==> config.mk <==
export PLATFORM = sky130hd
export DESIGN_NAME = calendar_date_ordinal_convert
export DESIGN_NICKNAME = d
export VERILOG_FILES = /design/src/cdoc_pkg.sv /design/src/cdoc_divide.sv /design/src/cdoc_field.sv /design/src/cdoc_assemble.sv /design/src/calendar_date_ordinal_convert.sv
export SDC_FILE = /design/constraint.sdc
export NUM_CORES = 2
export LEC_CHECK = 0
export ABC_AREA = 1
export BUFFER_PORTS_ARGS = -buffer_cell sky130_fd_sc_hd__buf_4
export CORE_MARGIN = 5
export CORE_UTILIZATION = 25
export DETAILED_ROUTE_END_ITERATION = 8
export GPL_ROUTABILITY_DRIVEN = 0
export PLACE_DENSITY = 0.37
export SYNTH_ARGS = -nofsm -noshare
export SYNTH_HDL_FRONTEND = slang
export SYNTH_SLANG_ARGS = --single-unit
==> constraint.sdc <==
create_clock -name clk -period 16.55 [get_ports clk]
set_clock_uncertainty 0.15 [all_clocks]
set_input_delay 1.655 -clock clk [delete_from_list [all_inputs] [get_ports clk]]
set_output_delay 1.655 -clock clk [all_outputs]
set_load 0.01 [all_outputs]
==> src/cdoc_pkg.sv <==
// shared types, constants and calendar tables for the date converter
package cdoc_pkg;

	// decimal packing divisors
	localparam logic [13:0] DIV_CAL = 14'd10000;
	localparam logic [13:0] DIV_ORD = 14'd1000;

	// reciprocals floor(2^41 / d); quotient estimate is low by at most one
	localparam int unsigned RECIP_SHIFT = 41;
	localparam logic [31:0] RECIP_CAL = 32'd219902325;
	localparam logic [31:0] RECIP_ORD = 32'd2199023255;

	// exact reciprocals for divide by 100 on narrow values
	localparam logic [12:0] RECIP_100_REM = 13'd5243;    // shift 19, rem < 10000
	localparam logic [17:0] RECIP_100_YEAR = 18'd167773; // shift 24, year < 199728

	localparam logic [13:0] MAX_CAL_YEAR = 14'd9999;

	// mode codes
	localparam logic MODE_CAL_TO_ORD = 1'b0;
	localparam logic MODE_ORD_TO_CAL = 1'b1;

	// word after the integer divide
	typedef struct packed {
		logic        valid;
		logic        mode;
		logic [17:0] year;
		logic [13:0] rem;
	} div_word_t;

	// word after digit split and leap decision
	typedef struct packed {
		logic        valid;
		logic        mode;
		logic [17:0] year;
		logic [13:0] rem;
		logic [6:0]  mon;
		logic [6:0]  day;
		logic        leap;
	} fld_word_t;

	// month length, month 1..12
	function automatic logic [4:0] month_len(input logic [3:0] mon, input logic leap);
		logic [4:0] n;
		case (mon)
			4'd1: n = 5'd31;
			4'd2: n = leap ? 5'd29 : 5'd28;
			4'd3: n = 5'd31;
			4'd4: n = 5'd30;
			4'd5: n = 5'd31;
			4'd6: n = 5'd30;
			4'd7: n = 5'd31;
			4'd8: n = 5'd31;
			4'd9: n = 5'd30;
			4'd10: n = 5'd31;
			4'd11: n = 5'd30;
			4'd12: n = 5'd31;
			default: n = 5'd0;
		endcase
		return n;
	endfunction

	// days before the first of month 1..12
	function automatic logic [8:0] days_before(input logic [3:0] mon, input logic leap);
		logic [8:0] n;
		case (mon)
			4'd1: n = 9'd0;
			4'd2: n = 9'd31;
			4'd3: n = 9'd59;
			4'd4: n = 9'd90;
			4'd5: n = 9'd120;
			4'd6: n = 9'd151;
			4'd7: n = 9'd181;
			4'd8: n = 9'd212;
			4'd9: n = 9'd243;
			4'd10: n = 9'd273;
			4'd11: n = 9'd304;
			4'd12: n = 9'd334;
			default: n = 9'd0;
		endcase
		if (mon > 4'd2 && leap) begin
			n = n + 9'd1;
		end
		return n;
	endfunction

endpackage

==> src/cdoc_divide.sv <==
// stages 1-2: split the packed value into year and remainder
module cdoc_divide (
	input  logic                  clk,
	input  logic                  arst_n,
	input  logic                  en,
	input  logic                  in_valid,
	input  logic                  mode,
	input  logic [26:0]           date_value,
	output cdoc_pkg::div_word_t   word_out
);

	logic        valid_s1;
	logic        mode_s1;
	logic [26:0] x_s1;
	logic [17:0] qest_s1;

	logic        valid_s2;
	logic        mode_s2;
	logic [17:0] year_s2;
	logic [13:0] rem_s2;

	logic [31:0] recip;
	logic [58:0] prod;
	logic [13:0] divisor;
	logic [31:0] qd;
	logic [31:0] r_full;
	logic [14:0] r;
	logic [17:0] year_c;
	logic [13:0] rem_c;

	// stage 1: reciprocal multiply for the quotient estimate
	always_comb begin
		recip = (mode == cdoc_pkg::MODE_CAL_TO_ORD) ? cdoc_pkg::RECIP_CAL
			: cdoc_pkg::RECIP_ORD;
		prod = 59'(date_value) * 59'(recip);
	end

	always_ff @(posedge clk or negedge arst_n) begin
		if (!arst_n) begin
			valid_s1 <= 1'b0;
		end else if (en) begin
			valid_s1 <= in_valid;
		end
	end

	always_ff @(posedge clk) begin
		if (en) begin
			mode_s1 <= mode;
			x_s1    <= date_value;
			qest_s1 <= prod[58:cdoc_pkg::RECIP_SHIFT];
		end
	end

	// stage 2: remainder and one-step correction
	always_comb begin
		divisor = (mode_s1 == cdoc_pkg::MODE_CAL_TO_ORD) ? cdoc_pkg::DIV_CAL
			: cdoc_pkg::DIV_ORD;
		qd = 32'(qest_s1) * 32'(divisor);
		r_full = 32'(x_s1) - qd;
		r = r_full[14:0];
		if (r >= 15'(divisor)) begin
			year_c = qest_s1 + 18'd1;
			rem_c  = 14'(r - 15'(divisor));
		end else begin
			year_c = qest_s1;
			rem_c  = r[13:0];
		end
	end

	always_ff @(posedge clk or negedge arst_n) begin
		if (!arst_n) begin
			valid_s2 <= 1'b0;
		end else if (en) begin
			valid_s2 <= valid_s1;
		end
	end

	always_ff @(posedge clk) begin
		if (en) begin
			mode_s2 <= mode_s1;
			year_s2 <= year_c;
			rem_s2  <= rem_c;
		end
	end

	// stage 2 word to the next unit
	assign word_out = {valid_s2, mode_s2, year_s2, rem_s2};

endmodule

==> src/cdoc_field.sv <==
// stages 3-4: month and day digits, leap year decision
module cdoc_field (
	input  logic                  clk,
	input  logic                  arst_n,
	input  logic                  en,
	input  cdoc_pkg::div_word_t   word_in,
	output cdoc_pkg::fld_word_t   word_out
);

	logic        valid_s3;
	logic        mode_s3;
	logic [17:0] year_s3;
	logic [13:0] rem_s3;
	logic [6:0]  mon_s3;
	logic [10:0] q100_s3;

	logic        valid_s4;
	logic        mode_s4;
	logic [17:0] year_s4;
	logic [13:0] rem_s4;
	logic [6:0]  mon_s4;
	logic [6:0]  day_s4;
	logic        leap_s4;

	logic [26:0] mon_prod;
	logic [35:0] q100_prod;
	logic [13:0] mon100;
	logic [17:0] q100x100;
	logic [13:0] day_full;
	logic        div100;
	logic        leap_c;

	// stage 3: divide by 100 through exact reciprocals
	always_comb begin
		mon_prod  = 27'(word_in.rem) * 27'(cdoc_pkg::RECIP_100_REM);
		q100_prod = 36'(word_in.year) * 36'(cdoc_pkg::RECIP_100_YEAR);
	end

	always_ff @(posedge clk or negedge arst_n) begin
		if (!arst_n) begin
			valid_s3 <= 1'b0;
		end else if (en) begin
			valid_s3 <= word_in.valid;
		end
	end

	always_ff @(posedge clk) begin
		if (en) begin
			mode_s3 <= word_in.mode;
			year_s3 <= word_in.year;
			rem_s3  <= word_in.rem;
			mon_s3  <= mon_prod[25:19];
			q100_s3 <= q100_prod[34:24];
		end
	end

	// stage 4: day digits and gregorian leap rule
	always_comb begin
		mon100   = 14'(mon_s3) * 14'd100;
		day_full = rem_s3 - mon100;
		q100x100 = 18'(q100_s3) * 18'd100;
		div100   = (year_s3 == q100x100);
		leap_c   = (year_s3[1:0] == 2'd0 && !div100) || (div100 && q100_s3[1:0] == 2'd0);
	end

	always_ff @(posedge clk or negedge arst_n) begin
		if (!arst_n) begin
			valid_s4 <= 1'b0;
		end else if (en) begin
			valid_s4 <= valid_s3;
		end
	end

	always_ff @(posedge clk) begin
		if (en) begin
			mode_s4 <= mode_s3;
			year_s4 <= year_s3;
			rem_s4  <= rem_s3;
			mon_s4  <= mon_s3;
			day_s4  <= day_full[6:0];
			leap_s4 <= leap_c;
		end
	end

	// stage 4 word to the next unit
	assign word_out = {valid_s4, mode_s4, year_s4, rem_s4, mon_s4, day_s4, leap_s4};

endmodule

==> src/cdoc_assemble.sv <==
// stages 5-6: range checks, month search and packing of the result
module cdoc_assemble (
	input  logic                  clk,
	input  logic                  arst_n,
	input  logic                  en,
	input  cdoc_pkg::fld_word_t   word_in,
	output logic                  out_valid,
	output logic [26:0]           converted_date,
	output logic                  valid_res
);

	logic        valid_s5;
	logic        mode_s5;
	logic        ok_s5;
	logic [13:0] year_s5;
	logic [3:0]  mon_s5;
	logic [9:0]  ofs_s5;

	logic [9:0]  yday;
	logic [4:0]  mlen;
	logic [8:0]  start_cal;
	logic [3:0]  mon_ord;
	logic [8:0]  start_ord;
	logic [9:0]  ylen;
	logic        ok_cal;
	logic        ok_ord;
	logic        ok_c;
	logic [3:0]  mon_c;
	logic [9:0]  ofs_c;
	logic [31:0] res_cal;
	logic [31:0] res_ord;
	logic [26:0] res_c;

	// stage 5: validate and locate the month
	always_comb begin
		yday = word_in.rem[9:0];
		mlen = cdoc_pkg::month_len(word_in.mon[3:0], word_in.leap);
		start_cal = cdoc_pkg::days_before(word_in.mon[3:0], word_in.leap);
		ok_cal = (word_in.mon >= 7'd1) && (word_in.mon <= 7'd12)
			&& (word_in.day >= 7'd1) && (word_in.day <= 7'(mlen));

		// last month whose start lies before the day of year
		mon_ord = 4'd1;
		for (int m = 2; m <= 12; m++) begin
			if (yday > 10'(cdoc_pkg::days_before(4'(m), word_in.leap))) begin
				mon_ord = 4'(m);
			end
		end
		start_ord = cdoc_pkg::days_before(mon_ord, word_in.leap);
		ylen = word_in.leap ? 10'd366 : 10'd365;
		ok_ord = (word_in.year <= 18'(cdoc_pkg::MAX_CAL_YEAR))
			&& (yday >= 10'd1) && (yday <= ylen);

		if (word_in.mode == cdoc_pkg::MODE_CAL_TO_ORD) begin
			ok_c  = ok_cal;
			mon_c = word_in.mon[3:0];
			ofs_c = 10'(start_cal) + 10'(word_in.day);
		end else begin
			ok_c  = ok_ord;
			mon_c = mon_ord;
			ofs_c = yday - 10'(start_ord);
		end
	end

	always_ff @(posedge clk or negedge arst_n) begin
		if (!arst_n) begin
			valid_s5 <= 1'b0;
		end else if (en) begin
			valid_s5 <= word_in.valid;
		end
	end

	always_ff @(posedge clk) begin
		if (en) begin
			mode_s5 <= word_in.mode;
			ok_s5   <= ok_c;
			year_s5 <= word_in.year[13:0];
			mon_s5  <= mon_c;
			ofs_s5  <= ofs_c;
		end
	end

	// stage 6: decimal packing, zero when invalid
	always_comb begin
		res_cal = 32'(year_s5) * 32'd1000 + 32'(ofs_s5);
		res_ord = 32'(year_s5) * 32'd10000 + 32'(mon_s5) * 32'd100 + 32'(ofs_s5);
		if (!ok_s5) begin
			res_c = 27'd0;
		end else if (mode_s5 == cdoc_pkg::MODE_CAL_TO_ORD) begin
			res_c = res_cal[26:0];
		end else begin
			res_c = res_ord[26:0];
		end
	end

	always_ff @(posedge clk or negedge arst_n) begin
		if (!arst_n) begin
			out_valid <= 1'b0;
		end else if (en) begin
			out_valid <= valid_s5;
		end
	end

	always_ff @(posedge clk) begin
		if (en) begin
			converted_date <= res_c;
			valid_res      <= ok_s5;
		end
	end

endmodule

==> src/calendar_date_ordinal_convert.sv <==
// Gregorian calendar/ordinal date converter, six-stage pipeline. A word of
// mode and packed date is taken at any edge where in_ready is high and its
// result reaches the outputs through six register stages; one word per
// cycle is sustained while the output is not stalled. The whole pipe
// advances together whenever the output register is empty or being taken, so
// a stall at the output holds every stage in place. The stages hold the
// divide-by-10000/1000 reciprocal multiply and its correction, the divide by
// 100 for month and century, the table checks and the final packing multiply.
module calendar_date_ordinal_convert (
	input  logic        clk,
	input  logic        arst_n,
	input  logic        in_valid,
	output logic        in_ready,
	input  logic        mode,
	input  logic [26:0] date_value,
	output logic        out_valid,
	input  logic        out_ready,
	output logic [26:0] converted_date,
	output logic        valid_res
);

	cdoc_pkg::div_word_t div_word;
	cdoc_pkg::fld_word_t fld_word;
	logic                en;

	// pipe advances when the output slot is free
	assign en = !out_valid || out_ready;
	assign in_ready = en;

	cdoc_divide u_divide (
		.clk        (clk),
		.arst_n     (arst_n),
		.en         (en),
		.in_valid   (in_valid),
		.mode       (mode),
		.date_value (date_value),
		.word_out   (div_word)
	);

	cdoc_field u_field (
		.clk      (clk),
		.arst_n   (arst_n),
		.en       (en),
		.word_in  (div_word),
		.word_out (fld_word)
	);

	cdoc_assemble u_assemble (
		.clk            (clk),
		.arst_n         (arst_n),
		.en             (en),
		.word_in        (fld_word),
		.out_valid      (out_valid),
		.converted_date (converted_date),
		.valid_res      (valid_res)
	);

endmodule
Yosys cells after proc, flatten, opt, wreduce, memory -nomap -nowiden
Memory sizes are Yosys's and may differ from the RTL's. A register that Yosys moved wholly into a read port is not among the register bits.
Cells that the tools add are included.
{ "word_totals": {"memories": 2, "rom_bits": 288, "ff_bits": 222, "elab_cells": 138} }
{ "op_classes": {"n_lt_le_gt_ge": 21, "mul": 9, "reduce_logical": 17, "muxes": 35, "n_addsub": 11, "n_eq_ne": 13} }
{ "mem_list": {"columns": ["memory", "words", "word_bits", "read_ports", "rd_ports_with_merged_regs", "wr", "line", "source"], "rows": [
  ["(name not given)", 16, 9, 1, 1, 0, "cdoc_pkg.sv:66", "case (mon)"],
  ["(name not given)", 16, 9, 1, 0, 0, "cdoc_pkg.sv:66", null]
]} }
{ "ops": {"columns": ["op", "n"], "rows": [
  ["$mul A27 B32 Y59", 1],
  ["$mux W4", 13],
  ["$gt A10 B8 Y1", 4],
  ["$mul A18 B18 Y35 const B", 1],
  ["$mux W32", 1],
  ["$gt A10 B9 Y1", 3],
  ["$mux W14", 2],
  ["$add A27 B10 Y27", 1],
  ["$add A27 B11 Y27", 1],
  ["$mux W27", 1],
  ["$mul A14 B13 Y26 const B", 1],
  ["$add A24 B10 Y25", 1],
  ["$mul A14 B10 Y23 const B", 1],
  ["$mul A14 B7 Y21 const B", 1],
  ["$eq A4 B4 Y1 const B", 5],
  ["$gt A10 B7 Y1", 2],
  ["$add A18 B1 Y18 const B", 1],
  ["$add A9 B1 Y9 const B", 2],
  ["$eq A18 B18 Y1", 1],
  ["$le A18 B14 Y1 const B", 1],
  ["$mul A18 B14 Y15", 1],
  ["$mux W18", 1],
  ["$mux W9", 2],
  ["$eq A4 B3 Y1 const B", 4],
  ["30 further kinds", 54]
]} }

Longest topological paths before layout
{ "depth": {"ltp_word": 17, "ltp_mapped": 41, "ltp_nobuf": 41} }

Hierarchy
From an unflattened synthesis, not the netlist that was laid out.
{ "hier_totals": {"cells_unflattened": 6010, "hier_area_um2": 51235.4} }
{ "modules_own_cells": {"columns": ["mod", "cells_each", "area_each_um2", "instances"], "rows": [
  ["cdoc_divide", 3026, 25729.7, 1],
  ["cdoc_field", 1621, 15083.2, 1],
  ["cdoc_assemble", 1361, 10415.0, 1],
  ["calendar_date_ordinal_convert", 2, 7.5, 1]
]} }

Least setup slack after synthesis
Ideal clock, no wire load.
{ "synth_timing": {"path_type": "input-to-output", "start": "input out_ready", "end": "output in_ready", "arrival_ns": 8.038, "path_buffers": 2, "path_stages": 4, "t_required_ns": 14.745, "setup_slack_ns": 6.707, "cell_sequence": "inv_1 > nand2_1 > clkbuf_1 > clkbuf_1"} }
{ "synth_between": {"elab_chain_len": 1} }
{ "synth_lines": {"columns": ["item", "line", "source"], "rows": [
  ["start, declared", "calendar_date_ordinal_convert.sv:17", "input logic out_ready,"],
  ["$logic_or A1 B1 Y1", "calendar_date_ordinal_convert.sv:27", "assign en = !out_valid || out_ready;"],
  ["end, declared", "calendar_date_ordinal_convert.sv:13", "output logic in_ready,"]
]} }
No other way between the ends.

Worst setup path after layout
{ "layout_timing": {"start": "input mode", "end": "register u_divide.qest_s1[17] (data pin)"} }
{ "layout_between": {"elab_chain_len": 2} }
{ "layout_lines": {"columns": ["item", "line", "source"], "rows": [
  ["start, declared", "calendar_date_ordinal_convert.sv:14", "input logic mode,"],
  ["$mux W32", "cdoc_divide.sv:33", "recip = (mode == cdoc_pkg::MODE_CAL_TO_ORD) ? cdoc_pkg::RECIP_CAL"],
  ["$mul A27 B32 Y59", "cdoc_divide.sv:35", "prod = 59'(date_value) * 59'(recip);"],
  ["net u_divide.prod[58]", "cdoc_divide.sv:23", "logic [58:0] prod;"],
  ["end signal, assigned", "cdoc_divide.sv:50", "qest_s1 <= prod[58:cdoc_pkg::RECIP_SHIFT];"],
  ["end, declared", "cdoc_divide.sv:15", "logic [17:0] qest_s1;"]
]} }
The timed path passes the listed nets, and every way through them passes these cells.
A chain may end at the register's enable or synchronous reset.

==> impl_metrics.toml <==
[setup_path]
crit_family = "adder cells"
crit_type = "primary input to flip-flop"
crit_chain = "buf_4 > nor2_1 > inv_1 > fa_1 > inv_1 > fa_1 > inv_1 > fa_1 > inv_1 > fa_1 > inv_1 > fa_1 > fa_1 > fa_1 > inv_1 > ha_1 > nand2_1 > nor4_1 > nand4_1 > o211ai_1 > a31oi_1 > xnor2_1"
crit_required_ns = 16.68
crit_buf_inv = 7
slowest_delay_ns = 0.66
crit_fanout = 59
crit_top_cell = "fa_1"
startpoint_type = "primary input"
critPathCaptureType = "flip-flop"
cp.arrival_ns = 8.55
crit_slowest_cell = "nor2_1"

[synthesis]
synth_cell_type_count = 67
synth_seq_cells = 229
synth_common_cells = "1539 x inv_1, 876 x ha_1, 770 x fa_1"
synth_top_area_share_pct = 31.5
ys_top_cells_by_area = "fa_1 32%, ha_1 22%, edfxtp_1 13%, inv_1 12%, nand2_1 4.6%"
synth_fp_nets = 7042
async_flop_share_pct = 2.62
syn_avg_cell_area_um2 = 9.12
synth-edff-count = 214
ys_seq_area_share_pct = 13.8
ys_warn_count = 0
yosysTopAreaCell = "fa_1"
yosysMostFrequentCell = "inv_1"
netlist_area_um2 = 48900
synthFlopType = "edfxtp_1"
syn_inst = 5364

[global_route]
grt_pass1_wl_um = 221000
antenna_found_initial = 2
overflow = 0
grt_use_total_pct = 14.0
grt_max_degree = 83
first_global_vias = 36878

[clock_tree]
ctsResizeCount = 0
htree_levels = 2
clock_sinks = 229
cts_tree = "done"
root_buffer = "clkbuf_16"
hold_buffers = 0
cts_made_buffers = 34
clk_latency_ns = 0.54
clkTransAtPathRegs_ns = 0.06
cts_buffer_depth = 3
postCtsSetupBuffers = 0

[detailed_routing]
routed_wl_um = 142000
ant_nets = 0
dr.pass1.iters = 5
routedWlPerCell_um = 17.6
drc_errors = 0
detailroute.via_count = 33766
viasPerCell = 4.19
detail_route.iter0.violations = 1571

[final_layout]
nets = 7088
drive_gt1_share_pct = 4.03
areaGrowthSynthToFinish_pct = 9.46
nFillCells = 21069
insertedDiodeCount = 0

[timing]
tightest_slew_ns = 1.10
report.final.slew_viol_count = 0
relSlewSlack_pct = 26.9
period_needed_ns = 8.42
rsz0062_at_grt = "false"
finalSetupViolations = 0
fmax_ghz = 0.119
hold_violations = 0
finalSetupTns_ns = 0
period_share_pct = 50.9

[die]
initial_core_util_pct = 25.1
die-area_um2 = 205000
die_x_um = 452
top_level_ports = 62
core_area_um2 = 195000
row_count = 162
die_h_um = 452

[place]
numPortBuffers = 61
dp_hpwl_um = 127000

[hold_path]
hp-class = "flip-flop to flip-flop"

[run_status]
status = "finished clean"

[flow_run]
maxCapViolCount = 0
## cells by family (layout without fill, tap and decap cells)
family	Yosys count	in the layout	synth area share, %
XOR/XNOR	177	177	3.28
adder cells (fa/ha/maj)	1646	1646	53.9
buffers and inverters	1616	1685	12.5
other	1	1	0.00766
AND/OR/NAND/NOR	1145	1145	9.95
flip-flops	229	229	13.8
multiplexers	1	1	0.0205
AO/OA/AOI/OAI	549	549	6.55
## stage by stage
step	util [%]	worst slack [ns]	area (um^2)	hold WS (ns)	cells
after floorplan	-	6.71	48900	0.250	5364
after global placement	26.9	7.60	52500	0.251	7998
after detailed placement	26.9	7.58	52500	0.257	7998
after CTS	27.5	8.15	53600	0.266	8057
after global routing	27.5	7.66	53600	0.273	8057
final	27.5	8.13	53600	0.264	8057
## state kept, by name, indices dropped and copies added (netlist names), 11 cells and up, named ones only
| name | cells |
|---|---|
| u_assemble.converted_date | 27 |
| u_assemble.year_s5 | 14 |
| u_divide.qest_s1 | 18 |
| u_divide.rem_s2 | 14 |
| u_divide.x_s1 | 15 |
| u_divide.year_s2 | 18 |
| u_field.q100_s3 | 11 |
| u_field.year_s3 | 18 |
| u_field.year_s4 | 18 |
## cell usage in the layout (no fill, tap or decap), types with 5 or more instances in the layout
cell type	count
inv_1	1539
ha_1	876
fa_1	770
nand2_1	593
nor2_1	273
a21oi_1	224
edfxtp_1	214
o21ai_0	160
nand3_1	130
xor2_1	118
buf_4	67
xnor2_1	53
nand4_1	46
clkbuf_16	35
a31oi_1	34
nor3_1	31
o21ai_2	29
inv_2	20
nor4_1	16
a21o_1	15
o21ai_1	11
nand3b_1	11
nand2_2	11
o211ai_1	10
dfxtp_1	9
o31ai_1	8
o21bai_1	8
o2111ai_1	6
or2_2	6
nor2_2	6
a32o_1	6
clkinv_2	6
dfrtp_1	6
xor2_2	5
clkinv_4	5
## cell type report
cell class / instances / area (um^2) / share of cell area (%)
Inverter: 1559 / 5850 / 10.9
Tap cell: 2624 / 3280 / 6.13
Multi-Input combinational cell: 3519 / 36100 / 67.4
Timing Repair Buffer: 67 / 503 / 0.939
Sequential cell: 229 / 6760 / 12.6
Clock buffer: 38 / 887 / 1.66
Clock inverter: 21 / 204 / 0.381
## metal layers
metal / part of all wire (%) / wire [um] / vias to the layer above / track usage [%]
li1: - / - / 16729 / -
met1: 47 / 66700 / 16570 / 19.2
met2: 49 / 69700 / 396 / 24.8
met3: 2.6 / 3690 / 71 / 1.09
met4: 1.1 / 1510 / 0 / 1.72
met5: 0 / 0 / - / 0
## final timing paths
kind,end,depth (start not counted),startpoint,slack [ns]
setup / recovery,u_divide.qest_s1[17]$_DFFE_PN_,22,mode,8.13
hold / removal,u_field.mode_s4$_DFFE_PN_,0,u_field.mode_s3$_DFFE_PN_,0.26
setup reg to reg,u_divide.year_s2[5]$_DFFE_PN_,32,u_divide.mode_s1$_DFFE_PN_,8.82
hold reg to reg,u_field.mode_s4$_DFFE_PN_,0,u_field.mode_s3$_DFFE_PN_,0.26
max in group asynchronous,u_divide.valid_s1$_DFFE_PN0N_,1,arst_n,15.33
min in group asynchronous,u_assemble.out_valid$_DFFE_PN0N_,1,arst_n,0.78
Power is not shown: default switching activity piles up to over one toggle a cycle in this logic, so the estimate is an artifact.
